$ cat src/rtl/core/mbps_pkg.sv
// mbps_pkg: shared types, constants and helpers of the masked byte pattern search
// no dependencies; imported by every module under rtl/core
`default_nettype none

package mbps_pkg;

  localparam int unsigned PatternMax = 32;
  localparam int unsigned IdxW       = (PatternMax > 1) ? $clog2(PatternMax) : 1;
  localparam int unsigned LenW       = $clog2(PatternMax + 1);
  localparam int unsigned ByteW      = 8;
  localparam int unsigned ElemW      = 5;
  localparam int unsigned CfgW       = 6;
  localparam int unsigned CountW     = 32;

  typedef enum logic {
    ModeLoad = 1'b0,
    ModeScan = 1'b1
  } mode_e;

  typedef logic [PatternMax-1:0][ByteW-1:0] byte_row_t;
  typedef logic [PatternMax-1:0]            mask_row_t;

  typedef struct packed {
    logic             write;
    logic [IdxW-1:0]  idx;
    logic [ByteW-1:0] data;
    logic             wild;
  } load_ctrl_t;

  typedef struct packed {
    logic             shift;
    logic             clear;
    logic [ByteW-1:0] data;
  } win_ctrl_t;

  typedef struct packed {
    mode_e             mode;
    logic [ElemW-1:0]  idx;
    logic [ByteW-1:0]  data;
    logic              wild;
    logic              last;
  } beat_t;

  // zero acts as one, anything above the store depth acts as the depth
  function automatic logic [LenW-1:0] clamp_len(input logic [CfgW-1:0] raw);
    logic [CfgW:0] wide;
    wide = {1'b0, raw};
    if (wide == '0) begin
      clamp_len = LenW'(1);
    end else if (wide > (CfgW + 1)'(PatternMax)) begin
      clamp_len = LenW'(PatternMax);
    end else begin
      clamp_len = LenW'(wide);
    end
  endfunction

endpackage

`default_nettype wire

$ cat src/rtl/core/mbps_pattern_store.sv
// mbps_pattern_store: pattern bytes and wildcard flags, presented aligned to window taps
// depends on mbps_pkg
`default_nettype none

module mbps_pattern_store (
  input  wire logic                    clk_i,
  input  wire mbps_pkg::load_ctrl_t    load_i,
  input  wire logic [mbps_pkg::LenW-1:0] len_i,
  output mbps_pkg::byte_row_t          exp_o,
  output mbps_pkg::mask_row_t          care_o
);
  import mbps_pkg::*;

  logic [ByteW-1:0] pat_q  [PatternMax];
  logic             wild_q [PatternMax];

  always_ff @(posedge clk_i) begin
    if (load_i.write) begin
      pat_q[load_i.idx]  <= load_i.data;
      wild_q[load_i.idx] <= load_i.wild;
    end
  end

  // tap k (k = 0 newest byte) meets pattern position len - 1 - k
  always_comb begin
    logic [LenW-1:0] j;
    for (int unsigned k = 0; k < PatternMax; k++) begin
      j = len_i - LenW'(1) - LenW'(k);
      exp_o[k]  = pat_q[j[IdxW-1:0]];
      care_o[k] = (LenW'(k) < len_i) && !wild_q[j[IdxW-1:0]];
    end
  end

endmodule

`default_nettype wire

$ cat src/rtl/core/mbps_window_match.sv
// mbps_window_match: byte shift window and parallel masked compare against the pattern
// depends on mbps_pkg
`default_nettype none

module mbps_window_match (
  input  wire logic                 clk_i,
  input  wire logic                 rst_ni,
  input  wire mbps_pkg::win_ctrl_t  ctrl_i,
  input  wire mbps_pkg::byte_row_t  exp_i,
  input  wire mbps_pkg::mask_row_t  care_i,
  output logic                      match_o
);
  import mbps_pkg::*;

  byte_row_t win_q;
  byte_row_t shifted;
  mask_row_t tap_ok;

  always_comb begin
    shifted = {win_q[PatternMax-2:0], ctrl_i.data};
    for (int unsigned k = 0; k < PatternMax; k++) begin
      tap_ok[k] = !care_i[k] || (exp_i[k] == shifted[k]);
    end
    match_o = &tap_ok;
  end

  always_ff @(posedge clk_i or negedge rst_ni) begin
    if (!rst_ni) begin
      win_q <= '0;
    end else if (ctrl_i.shift) begin
      win_q <= ctrl_i.clear ? '0 : shifted;
    end
  end

endmodule

`default_nettype wire

$ cat src/rtl/core/masked_byte_pattern_search.sv
// masked_byte_pattern_search: top level with beat register, region counters and result register
// depends on mbps_pkg, mbps_pattern_store, mbps_window_match
// Every input beat is taken into an input register and executed once the result register
// is free or being read: a load beat writes one pattern byte and wildcard flag, a scan beat
// shifts one data byte into a 32-byte window that is compared combinationally with the first
// pattern_length pattern bytes. One beat per cycle is sustained while results are taken.
// A result is written into the output register when its beat executes. Each
// region gives exactly one result: found=1 with the start offset at the first match, or
// found=0 on its last byte. Pattern entries read before being loaded return garbage;
// there is no clearing pass after reset. Write pattern_length only while the block is idle.
`default_nettype none

module masked_byte_pattern_search (
  input  wire logic                         clk_i,
  input  wire logic                         rst_ni,
  input  wire logic                         cfg_we_i,
  input  wire logic [mbps_pkg::CfgW-1:0]    cfg_pattern_length_i,
  input  wire logic                         in_valid_i,
  output logic                              in_ready_o,
  input  wire logic                         mode_i,
  input  wire logic [mbps_pkg::ElemW-1:0]   element_index_i,
  input  wire logic [mbps_pkg::ByteW-1:0]   byte_value_i,
  input  wire logic                         wildcard_req_i,
  input  wire logic                         last_byte_i,
  output logic                              out_valid_o,
  input  wire logic                         out_ready_i,
  output logic                              found_o,
  output logic [mbps_pkg::CountW-1:0]       match_offset_o
);
  import mbps_pkg::*;

  logic                 len_valid_unused;
  logic [LenW-1:0]      len_q;
  logic                 in_valid_q;
  beat_t                beat_q;
  logic [CountW-1:0]    seen_q, seen_d;
  logic                 reported_q, reported_d;
  logic                 out_valid_q, out_valid_d;
  logic                 found_q, found_d;
  logic [CountW-1:0]    offset_q, offset_d;

  logic                 exec, scan, sat, enough, match, hit, miss_end;
  logic [LenW-1:0]      sub;
  logic [CountW:0]      diff;
  load_ctrl_t           load_ctrl;
  win_ctrl_t            win_ctrl;
  byte_row_t            exp_row;
  mask_row_t            care_row;

  assign len_valid_unused = 1'b0;

  assign exec       = in_valid_q && (!out_valid_q || out_ready_i);
  assign scan       = exec && (beat_q.mode == ModeScan) && !len_valid_unused;
  assign in_ready_o = !in_valid_q || exec;

  always_ff @(posedge clk_i or negedge rst_ni) begin
    if (!rst_ni) begin
      len_q <= LenW'(1);
    end else if (cfg_we_i) begin
      len_q <= clamp_len(cfg_pattern_length_i);
    end
  end

  always_ff @(posedge clk_i or negedge rst_ni) begin
    if (!rst_ni) begin
      in_valid_q <= 1'b0;
    end else if (in_ready_o) begin
      in_valid_q <= in_valid_i;
    end
  end

  always_ff @(posedge clk_i) begin
    if (in_valid_i && in_ready_o) begin
      beat_q <= '{mode: mode_e'(mode_i), idx: element_index_i, data: byte_value_i,
                  wild: wildcard_req_i, last: last_byte_i};
    end
  end

  always_comb begin
    load_ctrl.write = exec && (beat_q.mode == ModeLoad) &&
                      ((ElemW + 1)'(beat_q.idx) < (ElemW + 1)'(PatternMax));
    load_ctrl.idx   = IdxW'(beat_q.idx);
    load_ctrl.data  = beat_q.data;
    load_ctrl.wild  = beat_q.wild;
    win_ctrl.shift  = scan;
    win_ctrl.clear  = beat_q.last;
    win_ctrl.data   = beat_q.data;
  end

  mbps_pattern_store u_store (
    .clk_i  (clk_i),
    .load_i (load_ctrl),
    .len_i  (len_q),
    .exp_o  (exp_row),
    .care_o (care_row)
  );

  mbps_window_match u_window (
    .clk_i   (clk_i),
    .rst_ni  (rst_ni),
    .ctrl_i  (win_ctrl),
    .exp_i   (exp_row),
    .care_i  (care_row),
    .match_o (match)
  );

  // offset = count after this byte minus len; no borrow means the region holds len bytes
  always_comb begin
    sat      = &seen_q;
    sub      = sat ? len_q : (len_q - LenW'(1));
    diff     = {1'b0, seen_q} - (CountW + 1)'(sub);
    enough   = !diff[CountW];
    hit      = scan && !reported_q && enough && match;
    miss_end = scan && beat_q.last && !reported_q && !hit;
  end

  always_comb begin
    seen_d     = seen_q;
    reported_d = reported_q;
    if (scan) begin
      if (beat_q.last) begin
        seen_d     = '0;
        reported_d = 1'b0;
      end else begin
        seen_d     = sat ? seen_q : (seen_q + CountW'(1));
        reported_d = reported_q || hit;
      end
    end
  end

  always_comb begin
    out_valid_d = out_valid_q && !out_ready_i;
    found_d     = found_q;
    offset_d    = offset_q;
    if (hit || miss_end) begin
      out_valid_d = 1'b1;
      found_d     = hit;
      offset_d    = hit ? diff[CountW-1:0] : '0;
    end
  end

  always_ff @(posedge clk_i or negedge rst_ni) begin
    if (!rst_ni) begin
      seen_q      <= '0;
      reported_q  <= 1'b0;
      out_valid_q <= 1'b0;
    end else begin
      seen_q      <= seen_d;
      reported_q  <= reported_d;
      out_valid_q <= out_valid_d;
    end
  end

  always_ff @(posedge clk_i) begin
    found_q  <= found_d;
    offset_q <= offset_d;
  end

  assign out_valid_o    = out_valid_q;
  assign found_o        = found_q;
  assign match_offset_o = offset_q;

  a_hit_sets_reported : assert property (@(posedge clk_i) disable iff (!rst_ni)
    hit && !beat_q.last |=> reported_q)
    else $error("match did not mark the region as reported");

  a_last_restarts : assert property (@(posedge clk_i) disable iff (!rst_ni)
    scan && beat_q.last |=> (seen_q == '0) && !reported_q)
    else $error("last byte did not restart the search");

  a_one_result_per_region : assert property (@(posedge clk_i) disable iff (!rst_ni)
    reported_q |-> !hit && !miss_end)
    else $error("second result in one region");

  a_load_keeps_scan_state : assert property (@(posedge clk_i) disable iff (!rst_ni)
    exec && (beat_q.mode == ModeLoad) |=> $stable(seen_q) && $stable(reported_q))
    else $error("load beat changed the scan state");

  a_result_waits_for_exec : assert property (@(posedge clk_i) disable iff (!rst_ni)
    out_valid_q && !out_ready_i |-> !exec)
    else $error("beat executed while the result register was blocked");

endmodule

`default_nettype wire

$ cat config.mk
export PLATFORM = sky130hd
export DESIGN_NAME = masked_byte_pattern_search
export DESIGN_NICKNAME = d
export VERILOG_FILES = /design/src/rtl/core/mbps_pkg.sv /design/src/rtl/core/mbps_pattern_store.sv /design/src/rtl/core/mbps_window_match.sv /design/src/rtl/core/masked_byte_pattern_search.sv
export SDC_FILE = /design/constraint.sdc
export NUM_CORES = 2
export LEC_CHECK = 0
export BUFFER_PORTS_ARGS = -buffer_cell sky130_fd_sc_hd__buf_2
export CAP_MARGIN = 0
export CORE_AREA = 2 2 317 319
export CTS_CLUSTER_DIAMETER = 120
export CTS_CLUSTER_SIZE = 12
export DETAILED_ROUTE_END_ITERATION = 6
export DIE_AREA = 0 0 319 321
export GPL_TIMING_DRIVEN = 0
export SKIP_CTS_REPAIR_TIMING = 1
export SLEW_MARGIN = 30
export SYNTH_ARGS = -nofsm -noshare
export SYNTH_HDL_FRONTEND = slang
export SYNTH_HIERARCHICAL = 1
export SYNTH_SLANG_ARGS = --single-unit
$ cat constraint.sdc
create_clock -name clk_i -period 6.4 [get_ports clk_i]
set_input_delay 1.28 -clock clk_i [delete_from_list [all_inputs] [get_ports clk_i]]
set_output_delay 1.28 -clock clk_i [all_outputs]
set_load 0.02 [all_outputs]
==> impl_metrics.yaml <==
die:
  rows: 116
  start_util_pct: 44.6
  core_um2: 99300
  die_y_um: 321
  ios: 62
  die_area_um2: 102000
  die_w_um: 319
timing:
  finalCritPeriodShare_pct: 102
  period_minus_slack_ns: 6.55
  hold_viol: 0
  max_slew_margin_pct: 27.0
  fmax_mhz: 153
  worst_slew_pin_slew_ns: 1.09
  setup_viol: 37
  maxSlewViolCount: 0
  fin_ws_ns: -0.149
  fin_worst_skew_ns: 0.0690
cts:
  clk_path_buf_depth: 3
  cts_buffers: 59
  insertion_delay_ns: 0.72
  cts_root_buffer: "clkbuf_16"
  cts_sinks: 626
  htreeDepth: 2
  cts_tree: "done"
  path_clk_slew_ns: 0.07
routing:
  drtAntennaViolNets: 0
  drt_iter0_markers: 5087
  route.detailed.drc: 0
  drt_first_pass_iters: 6
  viasPerCell: 6.58
  wl_per_cell_um: 39.0
  routed_wl_um: 228000
  vias: 38445
synth:
  synth_area_um2: 44200
  synth_cell_types: 90
  synth-async-reset-ratio_pct: 46.2
  syn_nets: 4354
  seq_area_frac_synth_pct: 39.2
  ys_seq_elements: 626
  synth_ff_type: "edfxtp_1"
  synth_edf_count: 337
  yosys_warnings: 6
  synthCells: 4314
  synth_area_per_cell_um2: 10.3
setup_path:
  critical_path.max_fanout: 25
  startpoint_type: "flip-flop"
  cp-end-kind: "flip-flop"
  critPathKind: "flip-flop to flip-flop"
  crit_start: "len_q[0]$_DFFE_PN1P_"
  worstPathArrival_ns: 6.91
  r2r_start: "len_q[0]$_DFFE_PN1P_"
  required_ns: 6.76
placement:
  place_hpwl_um: 187000
  place_area_um2: 46800
  pre_cts_ws_ns: -2.01
  port_buffers: 61
  place_congestion: 1.11
global_route:
  grt_overflow: 0
  gr-usage-met3_pct: 12.0
  grt.busiest_layer: "met2"
  antenna_found_initial: 8
  grt_use_met1_pct: 56.8
  grt_pass1_wl_um: 301000
  use_met2_pct: 63.6
  grt_pass1_vias: 34325
  grt_start_max_net_pins: 85
  grt.total_usage_pct: 43.5
run:
  max_cap_violations: 0
final_layout:
  layout.nets: 4552
  fillers: 9076
  final_common_cell: "mux2i_1"
  drive_gt1_share_pct: 23.1
  syn_to_final_growth_pct: 15.1
  stdcell_area_um2: 50900
  mostFrequentLayoutCells: "mux2i_1 (484), nand2_1 (421), o21ai_0 (411)"
worst_hold_path:
  hp-class: "flip-flop to flip-flop"
  min_from: "reported_q$_DFFE_PN0P_"
power:
  power.density_nw_per_um2: 353
  leakagePower_nw: 18.7
  vdd_drop_max_v: 0.000248
status:
  outcome: "complete, but fails checks"
  violations: "negative setup slack"
## per-stage QoR
step / hold WS [ns] / TNS [ns] / power, mW / util (%) / instances
final: 0.537 / -3.99 / 18.0 / 51.3 / 5839
after global routing: 0.565 / -0.965 / 18.3 / 51.3 / 5830
after CTS: 0.536 / -125.58 / 16.8 / 48.8 / 5780
after detailed placement: 0.517 / -123.76 / 13.5 / 47.1 / 5699
after global placement: 0.500 / -720.12 / 13.5 / 46.5 / 5673
after floorplan: 0.473 / 0 / 10.1 / - / 4314
## sequential cells by signal, summed over array words and instances, names as in the netlist
| name | cells |
|---|---|
| reported_q | 1 |
| len_q | 6 |
| match_offset_o | 32 |
| u_window/shifted | 248 |
| seen_q | 32 |
| in_valid_q | 1 |
| u_store/pat_q | 256 |
| found_o | 1 |
| out_valid_o | 1 |
| beat_q | 16 |
| u_store/wild_q | 32 |
## metal layers
metal	vias up	wire, um
li1	16017	-
met2	2311	95300
met5	-	91
met4	6	18600
met3	536	26300
met1	19575	87300
## cell families after synthesis
logic type / synth area share, %
compound gates: 9.21
xor+xnor: 6.67
fa+ha+maj: 0.385
buf+inv: 5.64
flops: 39.2
mux: 25.6
simple gates: 13.3
## cells in the mapped netlist, drive strengths merged, types with 151 or more instances
cell type | number | area [um2]
buf | 151 | 853
clkbuf | 157 | 591
dfrtp | 288 | 7210
edfxtp | 337 | 10100
inv | 279 | 1050
mux2 | 151 | 1700
mux2i | 589 | 5910
mux4 | 164 | 3700
nand2 | 421 | 1580
nand3b | 258 | 1940
nor2 | 186 | 706
o21ai | 574 | 2880
xnor2 | 297 | 2800
## critical path, stage by stage, from the launching register on
cell and delay, ns:
dfstp_2 0.58, buf_4 0.20, buf_2 0.26, clkdlybuf4s15_1 0.76, mux2_2 0.44, o21ai_0 0.82, mux4_2 0.53, mux2i_1 0.12
xnor2_1 0.17, nand4_1 0.11, o21ai_1 0.28, nand4_1 0.30, or4_4 0.61, nor2_4 0.19, nand3_1 0.15, a21o_1 0.22
nor2_4 0.26, buf_16 0.21
## power breakdown
| part | switching, mW | leakage, nW | internal, mW |
|---|---|---|---|
| Clock | 1.61 | 0.797 | 1.70 |
| Sequential | 0.151 | 7.06 | 4.34 |
| Combinational | 6.42 | 10.8 | 3.76 |
| Total | 8.18 | 18.7 | 9.80 |
## layout make-up
class / count / area (um2) / area share (%)
multi-input combinational: 3101 / 26100 / 51.3
sequential: 626 / 17400 / 34.1
buffer: 308 / 1750 / 3.44
tap: 1298 / 1620 / 3.19
clock buffer: 75 / 1560 / 3.06
timing repair buffer: 137 / 1360 / 2.66
inverter: 279 / 1050 / 2.07
clock inverter: 6 / 100 / 0.197
antenna: 9 / 22.5 / 0.0442
## worst paths after layout
kind                                                endpoint  slack, ns  cells after the start
setup / recovery            match_offset_o[26]$_SDFFCE_PN0P_      -0.15                     17
hold / removal                        reported_q$_DFFE_PN0P_       0.54                      2
setup reg to reg            match_offset_o[26]$_SDFFCE_PN0P_      -0.15                     17
hold reg to reg                       reported_q$_DFFE_PN0P_       0.54                      2
max in group asynchronous   u_window/shifted[14]$_DFFE_PN0P_       4.58                      3
min in group asynchronous  u_window/shifted[134]$_DFFE_PN0P_       0.57                      1
Power figures use the tool's default switching activity.
